## config.mk

```make
export PLATFORM = sky130hd
export DESIGN_NAME = histogram_weighted_sampler_unit
export DESIGN_NICKNAME = d
export VERILOG_FILES = /design/src/rtl/hws_pkg.sv /design/src/rtl/hws_ram.sv /design/src/rtl/hws_front.sv /design/src/rtl/hws_back.sv /design/src/rtl/histogram_weighted_sampler_unit.sv
export SDC_FILE = /design/constraint.sdc
export NUM_CORES = 2
export LEC_CHECK = 0
export BUFFER_PORTS_ARGS = -buffer_cell sky130_fd_sc_hd__clkbuf_2
export CORE_ASPECT_RATIO = 1.5
export CORE_UTILIZATION = 55
export DETAILED_ROUTE_END_ITERATION = 12
export GPL_TIMING_DRIVEN = 1
export PLACE_DENSITY = 0.8
export SETUP_SLACK_MARGIN = 0.4
export SLEW_MARGIN = 40
export SYNTH_ARGS = -nofsm -noshare
export SYNTH_HDL_FRONTEND = slang
export SYNTH_MEMORY_MAX_BITS = 65536
export SYNTH_SLANG_ARGS = --single-unit
```

## constraint.sdc

```tcl
create_clock -name clk_i -period 15 [get_ports clk_i]
set_clock_uncertainty 0.1 [all_clocks]
set_input_delay 3 -clock clk_i [delete_from_list [all_inputs] [get_ports clk_i]]
set_output_delay 3 -clock clk_i [all_outputs]
set_load 0.03 [all_outputs]
```

## src/rtl/hws_pkg.sv

```systemverilog
`default_nettype none

package hws_pkg;

  // Default sizes of the histogram.
  localparam int unsigned MaxEntriesDef = 64;
  localparam int unsigned ValueWidthDef = 32;
  localparam int unsigned CountWidthDef = 32;

  // Width of the value, pick and total fields on the ports.
  localparam int unsigned FieldWidth = 32;

  // Depth of the queue between the front and the back.
  localparam int unsigned QueueDepth = 2;

  typedef enum logic {
    OP_OBSERVE = 1'b0,
    OP_DRAW    = 1'b1
  } op_kind_e;

  typedef enum logic [1:0] {
    ST_OK    = 2'd0,
    ST_EMPTY = 2'd1,
    ST_RANGE = 2'd2,
    ST_FULL  = 2'd3
  } status_e;

  typedef enum logic [1:0] {
    BK_IDLE,
    BK_WALK,
    BK_EMIT
  } back_state_e;

  // One classified item as it travels from the front to the back.
  typedef struct packed {
    op_kind_e              kind;
    logic                  pick_zero;
    logic [FieldWidth-1:0] sample_value;
    logic [FieldWidth-1:0] pick;
  } op_t;

endpackage

`default_nettype wire

```

## src/rtl/hws_ram.sv

```systemverilog
`default_nettype none

module hws_ram #(
  parameter int unsigned Width = 32,
  parameter int unsigned Depth = 64
) (
  input  wire logic                     clk_i,
  input  wire logic                     we_i,
  input  wire logic [$clog2(Depth)-1:0] waddr_i,
  input  wire logic [Width-1:0]         wdata_i,
  input  wire logic                     re_i,
  input  wire logic [$clog2(Depth)-1:0] raddr_i,
  output logic      [Width-1:0]         rdata_o
);

  logic [Width-1:0] mem_q [Depth];
  logic [Width-1:0] rdata_q;

  always_ff @(posedge clk_i) begin
    if (we_i) begin
      mem_q[waddr_i] <= wdata_i;
    end
  end

  always_ff @(posedge clk_i) begin
    if (re_i) begin
      rdata_q <= mem_q[raddr_i];
    end
  end

  assign rdata_o = rdata_q;

endmodule

`default_nettype wire

```

## src/rtl/hws_front.sv

```systemverilog
`default_nettype none

module hws_front
  import hws_pkg::*;
(
  input  wire logic                  clk_i,
  input  wire logic                  rst_ni,
  input  wire logic                  in_valid_i,
  output logic                       in_stall_o,
  input  wire logic                  req_type_i,
  input  wire logic [FieldWidth-1:0] sample_value_i,
  input  wire logic [FieldWidth-1:0] pick_i,
  output logic                       op_valid_o,
  output op_t                        op_o,
  input  wire logic                  op_pop_i
);

  localparam int unsigned PtrW = $clog2(QueueDepth);
  localparam int unsigned CntW = $clog2(QueueDepth + 1);

  op_t              slot_q [QueueDepth];
  logic [PtrW-1:0]  wr_ptr_q, wr_ptr_d;
  logic [PtrW-1:0]  rd_ptr_q, rd_ptr_d;
  logic [CntW-1:0]  cnt_q, cnt_d;
  logic             push, pop;
  op_t              op_new;

  // Classify the incoming item.
  always_comb begin
    op_new              = '0;
    op_new.sample_value = sample_value_i;
    op_new.pick         = pick_i;
    op_new.pick_zero    = (pick_i == '0);
    case (req_type_i)
      OP_OBSERVE: op_new.kind = OP_OBSERVE;
      OP_DRAW:    op_new.kind = OP_DRAW;
      default:    op_new.kind = OP_OBSERVE;
    endcase
  end

  assign in_stall_o = (cnt_q == CntW'(QueueDepth));
  assign push       = in_valid_i && !in_stall_o;
  assign op_valid_o = (cnt_q != '0);
  assign pop        = op_pop_i && op_valid_o;
  assign op_o       = slot_q[rd_ptr_q];

  always_comb begin
    wr_ptr_d = wr_ptr_q;
    rd_ptr_d = rd_ptr_q;
    cnt_d    = cnt_q;
    if (push) begin
      wr_ptr_d = (wr_ptr_q == PtrW'(QueueDepth - 1)) ? '0 : wr_ptr_q + PtrW'(1);
    end
    if (pop) begin
      rd_ptr_d = (rd_ptr_q == PtrW'(QueueDepth - 1)) ? '0 : rd_ptr_q + PtrW'(1);
    end
    if (push && !pop) begin
      cnt_d = cnt_q + CntW'(1);
    end else if (pop && !push) begin
      cnt_d = cnt_q - CntW'(1);
    end
  end

  always_ff @(posedge clk_i or negedge rst_ni) begin
    if (!rst_ni) begin
      wr_ptr_q <= '0;
      rd_ptr_q <= '0;
      cnt_q    <= '0;
    end else begin
      wr_ptr_q <= wr_ptr_d;
      rd_ptr_q <= rd_ptr_d;
      cnt_q    <= cnt_d;
    end
  end

  always_ff @(posedge clk_i) begin
    if (push) begin
      slot_q[wr_ptr_q] <= op_new;
    end
  end

endmodule

`default_nettype wire

```

## src/rtl/hws_back.sv

```systemverilog
`default_nettype none

module hws_back
  import hws_pkg::*;
#(
  parameter int unsigned MaxEntries = MaxEntriesDef,
  parameter int unsigned ValueWidth = ValueWidthDef,
  parameter int unsigned CountWidth = CountWidthDef
) (
  input  wire logic                  clk_i,
  input  wire logic                  rst_ni,
  input  wire logic                  op_valid_i,
  input  wire op_t                   op_i,
  output logic                       op_pop_o,
  output logic                       out_valid_o,
  input  wire logic                  out_stall_i,
  output logic [FieldWidth-1:0]      drawn_value_o,
  output logic [1:0]                 status_o,
  output logic [FieldWidth-1:0]      running_total_o
);

  localparam int unsigned AW = $clog2(MaxEntries);
  localparam int unsigned UW = $clog2(MaxEntries + 1);
  localparam int unsigned XW = (ValueWidth > FieldWidth) ? ValueWidth : FieldWidth;
  localparam int unsigned PW = (CountWidth > FieldWidth) ? CountWidth : FieldWidth;

  back_state_e            state_q, state_d;
  logic [UW-1:0]          used_q, used_d;
  logic [CountWidth-1:0]  total_q, total_d;
  logic [UW-1:0]          iss_q, iss_d;
  logic                   chk_vld_q, chk_vld_d;
  logic [AW-1:0]          chk_idx_q, chk_idx_d;
  op_kind_e               kind_q, kind_d;
  logic [ValueWidth-1:0]  val_q, val_d;
  logic [CountWidth-1:0]  rem_q, rem_d;
  logic [ValueWidth-1:0]  res_value_q, res_value_d;
  status_e                res_status_q, res_status_d;
  logic                   out_vld_q, out_vld_d;
  logic [FieldWidth-1:0]  out_value_q, out_value_d;
  status_e                out_status_q, out_status_d;
  logic [FieldWidth-1:0]  out_total_q, out_total_d;

  logic                   rd_en;
  logic [ValueWidth-1:0]  val_rd;
  logic [CountWidth-1:0]  cnt_rd;
  logic                   val_we, cnt_we;
  logic [AW-1:0]          waddr;
  logic [ValueWidth-1:0]  val_wdata;
  logic [CountWidth-1:0]  cnt_wdata;

  logic [XW-1:0]          sv_ext;
  logic [ValueWidth-1:0]  sv_new;
  logic [PW-1:0]          pick_ext;
  logic [PW-1:0]          total_ext;
  logic [XW-1:0]          res_value_ext;
  logic                   total_sat;
  logic                   hit, last;

  assign sv_ext    = XW'(op_i.sample_value);
  assign sv_new    = sv_ext[ValueWidth-1:0];
  assign pick_ext  = PW'(op_i.pick);
  assign total_ext = PW'(total_q);
  assign total_sat = &total_q;
  assign res_value_ext = XW'(res_value_q);

  assign rd_en = (state_q == BK_WALK) && (iss_q < used_q);
  assign hit   = (kind_q == OP_DRAW) ? (rem_q <= cnt_rd) : (val_rd == val_q);
  assign last  = ((UW'(chk_idx_q) + UW'(1)) == used_q);

  hws_ram #(
    .Width (ValueWidth),
    .Depth (MaxEntries)
  ) u_val_ram (
    .clk_i   (clk_i),
    .we_i    (val_we),
    .waddr_i (waddr),
    .wdata_i (val_wdata),
    .re_i    (rd_en),
    .raddr_i (iss_q[AW-1:0]),
    .rdata_o (val_rd)
  );

  hws_ram #(
    .Width (CountWidth),
    .Depth (MaxEntries)
  ) u_cnt_ram (
    .clk_i   (clk_i),
    .we_i    (cnt_we),
    .waddr_i (waddr),
    .wdata_i (cnt_wdata),
    .re_i    (rd_en),
    .raddr_i (iss_q[AW-1:0]),
    .rdata_o (cnt_rd)
  );

  always_comb begin
    state_d      = state_q;
    used_d       = used_q;
    total_d      = total_q;
    iss_d        = iss_q;
    chk_vld_d    = chk_vld_q;
    chk_idx_d    = chk_idx_q;
    kind_d       = kind_q;
    val_d        = val_q;
    rem_d        = rem_q;
    res_value_d  = res_value_q;
    res_status_d = res_status_q;
    out_vld_d    = out_vld_q;
    out_value_d  = out_value_q;
    out_status_d = out_status_q;
    out_total_d  = out_total_q;
    op_pop_o     = 1'b0;
    val_we       = 1'b0;
    cnt_we       = 1'b0;
    waddr        = used_q[AW-1:0];
    val_wdata    = val_q;
    cnt_wdata    = CountWidth'(1);

    if (out_vld_q && !out_stall_i) begin
      out_vld_d = 1'b0;
    end

    case (state_q)
      BK_IDLE: begin
        if (op_valid_i) begin
          op_pop_o     = 1'b1;
          kind_d       = op_i.kind;
          val_d        = sv_new;
          rem_d        = pick_ext[CountWidth-1:0];
          res_value_d  = '0;
          res_status_d = ST_OK;
          iss_d        = '0;
          chk_vld_d    = 1'b0;
          state_d      = BK_EMIT;
          if (op_i.kind == OP_DRAW) begin
            if (total_q == '0) begin
              res_status_d = ST_EMPTY;
            end else if (op_i.pick_zero || (pick_ext > total_ext)) begin
              res_status_d = ST_RANGE;
            end else begin
              state_d = BK_WALK;
            end
          end else if (!total_sat) begin
            if (used_q == '0) begin
              // First value of an empty table goes straight into entry zero.
              val_we    = 1'b1;
              cnt_we    = 1'b1;
              waddr     = '0;
              val_wdata = sv_new;
              used_d    = UW'(1);
              total_d   = total_q + CountWidth'(1);
            end else begin
              state_d = BK_WALK;
            end
          end
        end
      end

      BK_WALK: begin
        if (rd_en) begin
          iss_d = iss_q + UW'(1);
        end
        chk_vld_d = rd_en;
        chk_idx_d = iss_q[AW-1:0];
        if (chk_vld_q) begin
          if (hit) begin
            state_d   = BK_EMIT;
            chk_vld_d = 1'b0;
            if (kind_q == OP_DRAW) begin
              res_value_d = val_rd;
            end else begin
              cnt_we    = 1'b1;
              waddr     = chk_idx_q;
              cnt_wdata = (&cnt_rd) ? cnt_rd : cnt_rd + CountWidth'(1);
              total_d   = total_q + CountWidth'(1);
            end
          end else if (last) begin
            state_d   = BK_EMIT;
            chk_vld_d = 1'b0;
            if (kind_q == OP_DRAW) begin
              res_status_d = ST_RANGE;
            end else if (used_q == UW'(MaxEntries)) begin
              res_status_d = ST_FULL;
            end else begin
              val_we  = 1'b1;
              cnt_we  = 1'b1;
              used_d  = used_q + UW'(1);
              total_d = total_q + CountWidth'(1);
            end
          end else if (kind_q == OP_DRAW) begin
            rem_d = rem_q - cnt_rd;
          end
        end
      end

      BK_EMIT: begin
        if (!out_vld_q || !out_stall_i) begin
          out_vld_d    = 1'b1;
          out_value_d  = res_value_ext[FieldWidth-1:0];
          out_status_d = res_status_q;
          out_total_d  = total_ext[FieldWidth-1:0];
          state_d      = BK_IDLE;
        end
      end

      default: begin
        state_d = BK_IDLE;
      end
    endcase
  end

  always_ff @(posedge clk_i or negedge rst_ni) begin
    if (!rst_ni) begin
      state_q   <= BK_IDLE;
      used_q    <= '0;
      total_q   <= '0;
      iss_q     <= '0;
      chk_vld_q <= 1'b0;
      out_vld_q <= 1'b0;
    end else begin
      state_q   <= state_d;
      used_q    <= used_d;
      total_q   <= total_d;
      iss_q     <= iss_d;
      chk_vld_q <= chk_vld_d;
      out_vld_q <= out_vld_d;
    end
  end

  always_ff @(posedge clk_i) begin
    chk_idx_q    <= chk_idx_d;
    kind_q       <= kind_d;
    val_q        <= val_d;
    rem_q        <= rem_d;
    res_value_q  <= res_value_d;
    res_status_q <= res_status_d;
    out_value_q  <= out_value_d;
    out_status_q <= out_status_d;
    out_total_q  <= out_total_d;
  end

  assign out_valid_o     = out_vld_q;
  assign drawn_value_o   = out_value_q;
  assign status_o        = out_status_q;
  assign running_total_o = out_total_q;

endmodule

`default_nettype wire

```

## src/rtl/histogram_weighted_sampler_unit.sv

```systemverilog
// Weighted sampler over an empirical histogram. An observe item (req_type 0) records a
// value: the table is searched in insertion order, a matching entry gets its count raised
// by one, and an unseen value is appended with count one; the running total rises by one
// either way. A draw item (req_type 1) carries a pick in 1..total and returns the value of
// the entry in which the pick falls when the counts are laid end to end in insertion order.
// Every item gives exactly one result item with drawn_value, status and running_total,
// the total as it stands after the item. Status 0 is ok, 1 a draw on an empty table, 2 a
// pick of zero or above the total, and 3 an unseen value observed while the table is full,
// which is then dropped and not counted. Once the total reaches its maximum, further
// observes are ignored with status 0, so no count can overflow. An item that walks the
// table visits at most used entries, where used is the number of distinct values stored:
// the values and counts sit in two single-port-read memories, and the back end reads one
// entry per cycle through their registered read ports. Items that need no walk (errors,
// a saturated total, the first value) skip the walk entirely. A two-item queue in front
// keeps accepting items while the back end is busy, and the result register lets the next
// item start while an earlier result is still waiting to be taken. Entries hold no reset
// value; only entries already written are ever read.
`default_nettype none

module histogram_weighted_sampler_unit
  import hws_pkg::*;
#(
  parameter int unsigned MaxEntries = MaxEntriesDef,
  parameter int unsigned ValueWidth = ValueWidthDef,
  parameter int unsigned CountWidth = CountWidthDef
) (
  input  wire logic                  clk_i,
  input  wire logic                  rst_ni,
  input  wire logic                  in_valid_i,
  output logic                       in_stall_o,
  input  wire logic                  req_type_i,
  input  wire logic [FieldWidth-1:0] sample_value_i,
  input  wire logic [FieldWidth-1:0] pick_i,
  output logic                       out_valid_o,
  input  wire logic                  out_stall_i,
  output logic [FieldWidth-1:0]      drawn_value_o,
  output logic [1:0]                 status_o,
  output logic [FieldWidth-1:0]      running_total_o
);

  // Classified items travel from the front queue to the back end.
  op_t  op;
  logic op_valid;
  logic op_pop;

  hws_front u_front (
    .clk_i          (clk_i),
    .rst_ni         (rst_ni),
    .in_valid_i     (in_valid_i),
    .in_stall_o     (in_stall_o),
    .req_type_i     (req_type_i),
    .sample_value_i (sample_value_i),
    .pick_i         (pick_i),
    .op_valid_o     (op_valid),
    .op_o           (op),
    .op_pop_i       (op_pop)
  );

  // The back end owns the table, the totals and the result register.
  hws_back #(
    .MaxEntries (MaxEntries),
    .ValueWidth (ValueWidth),
    .CountWidth (CountWidth)
  ) u_back (
    .clk_i           (clk_i),
    .rst_ni          (rst_ni),
    .op_valid_i      (op_valid),
    .op_i            (op),
    .op_pop_o        (op_pop),
    .out_valid_o     (out_valid_o),
    .out_stall_i     (out_stall_i),
    .drawn_value_o   (drawn_value_o),
    .status_o        (status_o),
    .running_total_o (running_total_o)
  );

endmodule

`default_nettype wire

```

---- Word level (Yosys, flattened, before mapping) ----
Memories as Yosys holds them, arrays and structs flattened. A register that Yosys moved wholly into a read port is not among the register bits.
Cells that the tools add are included.
storage, ports and cells
  memories kept ........................... 3
  RAM bits ................................ 4228
  register bits after elaboration ......... 225
  output and inout port bits .............. 68
  input port bits ......................... 69
cells by class
  bitwise operators ....................... 1
  add/subtract/negate cells ............... 10
  muxes and demuxes ....................... 110
  $lt $le $gt $ge ......................... 3
  eq/ne operators ......................... 23
  reduce and logical (&&, ||, !) cells .... 32
memory list
  name                    words  bits a word  read ports  clocked after memory_dff  write ports  RTL line         source
  u_back.u_cnt_ram.mem_q  64     32           1           1                         1            hws_ram.sv:16    logic [Width-1:0] mem_q [Depth];
  u_back.u_val_ram.mem_q  64     32           1           1                         1            hws_ram.sv:16
  u_front.slot_q          2      66           1           0                         1            hws_front.sv:21  op_t slot_q [QueueDepth];
operators with widths
  operator                 count
  $mux W32                 29
  $pmux W32 S2             3
  $mux W7                  11
  $add A32 B1 Y32 const B  2
  $logic_not A32 Y1        2
  $reduce_and A32 Y1       2
  $mux W2                  21
  $mux W6                  7
  $eq A32 B32 Y1           1
  $gt A32 B32 Y1           1
  $le A32 B32 Y1           1
  $sub A32 B32 Y32         1
  $mux W1                  30
  $pmux W7 S2              2
  $add A7 B1 Y7 const B    2
  $ne A2 B1 Y1 const B     7
  $ne A2 B2 Y1 const B     7
  $pmux W6 S2              1
  $reduce_and A6 Y1        2
  $reduce_and A10 Y1       1
  $reduce_and A9 Y1        1
  $pmux W1 S2              4
  $add A6 B1 Y7 const B    1
  $eq A7 B7 Y1             1
  other kinds (22)         39

---- Depth between registers and ports, before layout ----
  depth after elaboration ................. 9
  gate-level depth with buffers ........... 13

---- Cells and area by module ----
From an unflattened synthesis, not the netlist that was laid out.
second synthesis, totals
  cells, all modules ...................... 8280
  area, all modules ....................... 176289.1 um^2
modules (own cells, without submodules)
  module                       cells an instance  times used  area each (um^2)
  hws_ram at u_back.u_cnt_ram  3511               1           79359.9
  hws_ram at u_back.u_val_ram  3324               1           78835.6
  hws_back                     1210               1           12953.7
  hws_front                    235                1           5139.9

---- Worst setup path after synthesis ----
OpenSTA, ideal clock, no wires.
  kind .................................... in2reg
  start point ............................. input out_stall_i
  end point ............................... register u_back.out_value_q[0] (netlist: u_back.drawn_value_o[0]), enable pin
  path slack .............................. 8.162 ns
  arrival ................................. 6.226 ns
  data required time ...................... 14.388 ns
  cell stages on the path ................. 1
  library setup time ...................... 0.512 ns
  path through ............................ a21oi_1
between the ends
  word-level cells in the longest chain between the ends .. 3
RTL lines
  element                      RTL line                               source
  start, declared              histogram_weighted_sampler_unit.sv:35  input wire logic out_stall_i,
  $logic_not A1 Y1             hws_back.sv:197                        if (!out_vld_q || !out_stall_i) begin
  $logic_or A1 B1 Y1           hws_back.sv:197
  $reduce_and A2 Y1 (no line)  n/a
  end signal, assigned         hws_back.sv:237                        out_value_q <= out_value_d;
  end, declared                hws_back.sv:39                         logic [FieldWidth-1:0] out_value_q, out_value_d;
No other way between the ends.
A chain may end at the register's enable or synchronous reset.

---- Worst setup path after layout ----
  start point ............................. register u_back.u_val_ram.rdata_q[12] (netlist: u_back.u_val_ram.rdata_o[12]) (read register of u_back.u_val_ram.mem_q)
  end point ............................... memory u_back.u_val_ram.mem_q[46][22], enable pin
between the ends
  word-level cells in the longest chain between the ends .. 7
  elaborated cells between the ends (all ways) .. 10
RTL lines
  element                        RTL line         source
  start, declared                hws_ram.sv:17    logic [Width-1:0] rdata_q;
  $eq A32 B32 Y1 (*)             hws_back.sv:67   assign hit = (kind_q == OP_DRAW) ? (rem_q <= cnt_rd) : (val_rd == val_q);
  $mux W1 (*)                    hws_back.sv:67
  $mux W1                        hws_back.sv:166  if (hit) begin
  $mux W1                        hws_back.sv:165  if (chk_vld_q) begin
  $pmux W1 S2                    hws_back.sv:123  case (state_q)
  $mux W1                        hws_ram.sv:20    if (we_i) begin
  $mux W1 (implied by the code)  hws_ram.sv:21    mem_q[waddr_i] <= wdata_i;
  end, declared                  hws_ram.sv:16
Every way passes the cells marked *; elsewhere a longest branch is shown, timed or not.

==> results.md <==
* Outcome: complete, but fails checks
* Violated checks: DRC
* Cell taking the most area after synthesis: sky130_fd_sc_hd__edfxtp_1
* Die Ht at 693 um
* Cell types with the largest area share after synthesis: sky130_fd_sc_hd__edfxtp_1 77%, sky130_fd_sc_hd__mux4_2 17%, sky130_fd_sc_hd__dfrtp_1 0.77%
* Clock Power Share at 0.318
* Count of final max-slew check failures at 0
* Starting utilization of the core area at 0.553
* Worst hold path startpoint: u_back.res_value_ext[4]
* Final weighted congestion of routability-driven global placement at 0.906
* Setup slack of the most critical reg-to-reg path at 9.02 ns
* Min Clock Period, post-route at 5.98 ns
* Remaining max-slew budget at the tightest pin at 0.332
* Final routed DRC violation total at 1
* Final Setup Violations at 0
* Critical path launch point type: flip-flop
* RSZ-0062 raised after global routing: false
* Io pins at 137
* Total negative setup slack at 0 ns
* Area added between synthesis and finish at 13.7%
* Count of unique library cells instantiated by Yosys at 75
* Upper clock frequency limit at 167 MHz
* Parity-gate share of the synthesized area counting xor and xnor cells at 0.00660
* Remaining global-route overflow at 0
* Maximum number of pins on one net before global-route repair at 131
* Proportion of power drawn by flip-flops and latches at 0.461
* Internal power component at 23.9 mW
* Total Power Consumption at 34.2 mW
* Sequence of cells on the critical path: xor2_1, nor4_1, nand4_1, nor2_4, nand2_4, nor4b_1, a41oi_2, buf_4, or2_1, nor2_4, buf_4
* # H-tree levels at 5
* Combinational share of power at 0.222
* Net switching component of the power at 10.3 mW
* Cell area power density at 172 nW/um^2
* Register area share after synthesis at 0.773
* Share of final-layout standard cells stronger than drive strength 1 at 0.329
* Critical Path Sink Type: flip-flop
* Fraction of the mapped netlist area in compound gates at 0.00850
* Worst-case vdd ir drop at 0.163 mV
* Die Span X at 463 um
* Required @ worst endpoint at 15.45 ns
* Placed instance count at 11726
* Number of warnings issued by yosys at 0
* Via count of the first global-routing pass at 90933
* Clock insertion delay at the later pin of the skew report at 0.98 ns
* Proportion of synthesized flip-flops having asynchronous set or reset at 0.0120
* Final cell count without fillers at 12499
* Mux contribution to synthesized area at 0.179
* Inserted Clock Buffers at 405
* Post-synth net total at 7575
* Average via count per standard cell at 7.30
* Post-CTS setup buffers at 0
* Dominant combinational cell family by area after synthesis: multiplexers
* WP buf/inv at 2
* TritonRoute pass-1 iters at 11
* Number of violations of the max-capacitance limit at 0
* Total of buffers placed on input and output ports at 136
* Switching fraction of total power at 0.302
* Simple-gate area share of the yosys netlist at 0.0161
* Clock transition at path regs at 0.07 ns
* Post-synthesis area per instance at 23.6 sq um
* Synthesized netlist cell count at 7427
* Antenna violations before repair at 50
* Post-synthesis share of cell area spent on full adders, half adders and majority gates at 0.00569
* Total leakage power at 65.6 nW
* Final Cycle Share at 0.398
* Slew @ Worst Pin at 1.00 ns
* Share of Yosys cell area claimed by the top area cell type at 0.765
* Dominant cell by count in the synthesized netlist: sky130_fd_sc_hd__edfxtp_1
* Hold-critical path depth at 0
* Buffer depth of the longest clock path at 4
* Routed Antenna Nets at 0
* Number of nets in the layout at 8082
* Arrival time of data at the critical path endpoint at 6.42 ns
* Library cell used as clock root buffer: sky130_fd_sc_hd__clkbuf_16
* Row count at 253
* GRT Util Overall at 0.328
* Number of vias in the routed layout at 91219
* Number of enable-type register cells in the synthesized netlist at 4463
* Core Util, Final at 0.629
* Number of cells upsized or downsized after cts at 0
* Stages on worst setup path at 11
* Final hold vios at 0
* Average wire per cell in the routed design at 42.9 um
* Post-Syn Area at 175000 sq um
* Class of the worst hold path: reg -> reg
* Endpoint with the worst hold slack: u_back.drawn_value_o[4]
* Count of state elements after synthesis at 4517
* Fill cell total of the finished layout at 19083
* Endpoint of the worst register-to-register path: u_back.u_val_ram.mem_q[46][22]
* Beginning of the worst register-to-register path: u_back.u_val_ram.rdata_o[12]
* Most numerous cell types in the synthesized netlist: 4463 x sky130_fd_sc_hd__edfxtp_1, 1344 x sky130_fd_sc_hd__mux4_2, 234 x sky130_fd_sc_hd__nor2_1
* Final HPWL DP at 277 mm
* Die ar. at 321000 sq um
* Family of cells with the greatest summed delay on the critical path: simple AND/OR/NAND/NOR gates
* Worst path slowest cell: sky130_fd_sc_hd__edfxtp_1
* Maximum cell stage delay along the critical path at 0.75 ns
* Largest fanout on the critical path at 30
* Hold_buf cts at 0
* TritonCTS clock tree: built
* Sink count of the clock tree at 4517
* Critical path start-end classification: reg -> reg
* Core region area at 317000 sq um
* Post-Route WL at 536 mm
* Number of cell instances on the worst register-to-register path at 11
* Dominant register cell in the synthesized netlist: sky130_fd_sc_hd__edfxtp_1
* DR iter-0 viols at 14680
* First-pass GRT wire length at 724 mm
==> cells by family (layout without fill, tap and decap cells) <==
logic type | after synthesis | after routing
buffers and inverters | 458 | 1294
AOI/OAI and AO/OA | 223 | 223
DFF | 4517 | 4517
and+or+nand+nor | 572 | 572
xor gates and xnor gates | 132 | 132
adders and majority gates | 79 | 79
muxes | 1446 | 1446
other | 0 | 29
==> per-layer routing <==
metal	wire length, um	global-route usage
met4	52600	0.257
met3	59500	0.0730
met2	268000	0.550
met1	155000	0.363
met5	337	0
==> state kept, by name, indices dropped and copies added (netlist names), 2 cells and up <==
name	cells
u_back.u_cnt_ram.mem_q	2048
u_back.u_val_ram.mem_q	2048
u_front.slot_q	132
u_back.drawn_value_o	32
u_back.rem_q	32
u_back.res_value_ext	32
u_back.running_total_o	32
u_back.total_ext	32
u_back.u_cnt_ram.rdata_o	32
u_back.u_val_ram.rdata_o	32
u_back.val_q	32
u_back.iss_q	7
u_back.used_q	7
u_back.chk_idx_q	6
u_back.res_status_q	2
u_back.state_q	2
u_back.status_o	2
u_front.cnt_q	2
==> final cells by class <==
class,instances,area (sq um),share of cell area
flip-flops and latches,4517,135000,0.680
diodes,29,72.6,0.000365
multi-input cells,2452,39300,0.198
well taps,4207,5260,0.0264
clock inverters,269,3000,0.0150
clock buffers,467,10500,0.0526
repair buffers,463,5160,0.0259
inverters,95,359,0.00180
==> power groups by stage <==
stage / combinational [mW] / sequential, mW / clock [mW]
final: 7.58 / 15.7 / 10.9
after CTS: 7.30 / 15.7 / 10.8
after detailed placement: 7.07 / 15.9 / 0
after global placement: 6.76 / 15.9 / 0
after global routing: 7.73 / 15.7 / 11.3
after floorplan: 4.49 / 15.6 / 0
==> metrics by stage <==
step,hold slack [ns],setup slack (ns),area (sq um)
2_1_floorplan,0.300,8.16,175000
3_3_place_gp,0.304,9.08,182000
3_5_place_dp,0.305,9.36,185000
4_1_cts,0.323,9.17,199000
5_1_grt,0.327,9.09,199000
6_report,0.320,9.02,199000
==> how the worst max path moves through the flow <==
stage,start,endpoint,slack [ns]
global placement,u_back.iss_q[0],u_back.u_cnt_ram.rdata_o[5],9.08
global route,u_back.u_val_ram.rdata_o[12],u_back.u_val_ram.mem_q[46][22],9.09
CTS,u_back.iss_q[1],u_back.u_val_ram.rdata_o[21],9.17
finish,u_back.u_val_ram.rdata_o[12],u_back.u_val_ram.mem_q[46][22],9.02
floorplan,out_stall_i,u_back.drawn_value_o[0],8.16
detailed placement,u_back.iss_q[1],u_back.u_val_ram.rdata_o[2],9.36
==> placed cells by master (no fill, tap or decap), types with 70 or more instances in the layout <==
cell type                   count
sky130_fd_sc_hd__clkinv_2      74
sky130_fd_sc_hd__mux4_2      1344
sky130_fd_sc_hd__nor2_1        82
sky130_fd_sc_hd__buf_4        158
sky130_fd_sc_hd__xnor2_1       86
sky130_fd_sc_hd__nor2_4       160
sky130_fd_sc_hd__mux2_2        94
sky130_fd_sc_hd__clkbuf_16    409
sky130_fd_sc_hd__edfxtp_1    4463
sky130_fd_sc_hd__clkbuf_2     136
sky130_fd_sc_hd__inv_1         91
sky130_fd_sc_hd__ha_1          78
sky130_fd_sc_hd__nand2_1       70
sky130_fd_sc_hd__clkinv_1      83
(Power assumes the default switching activity.)
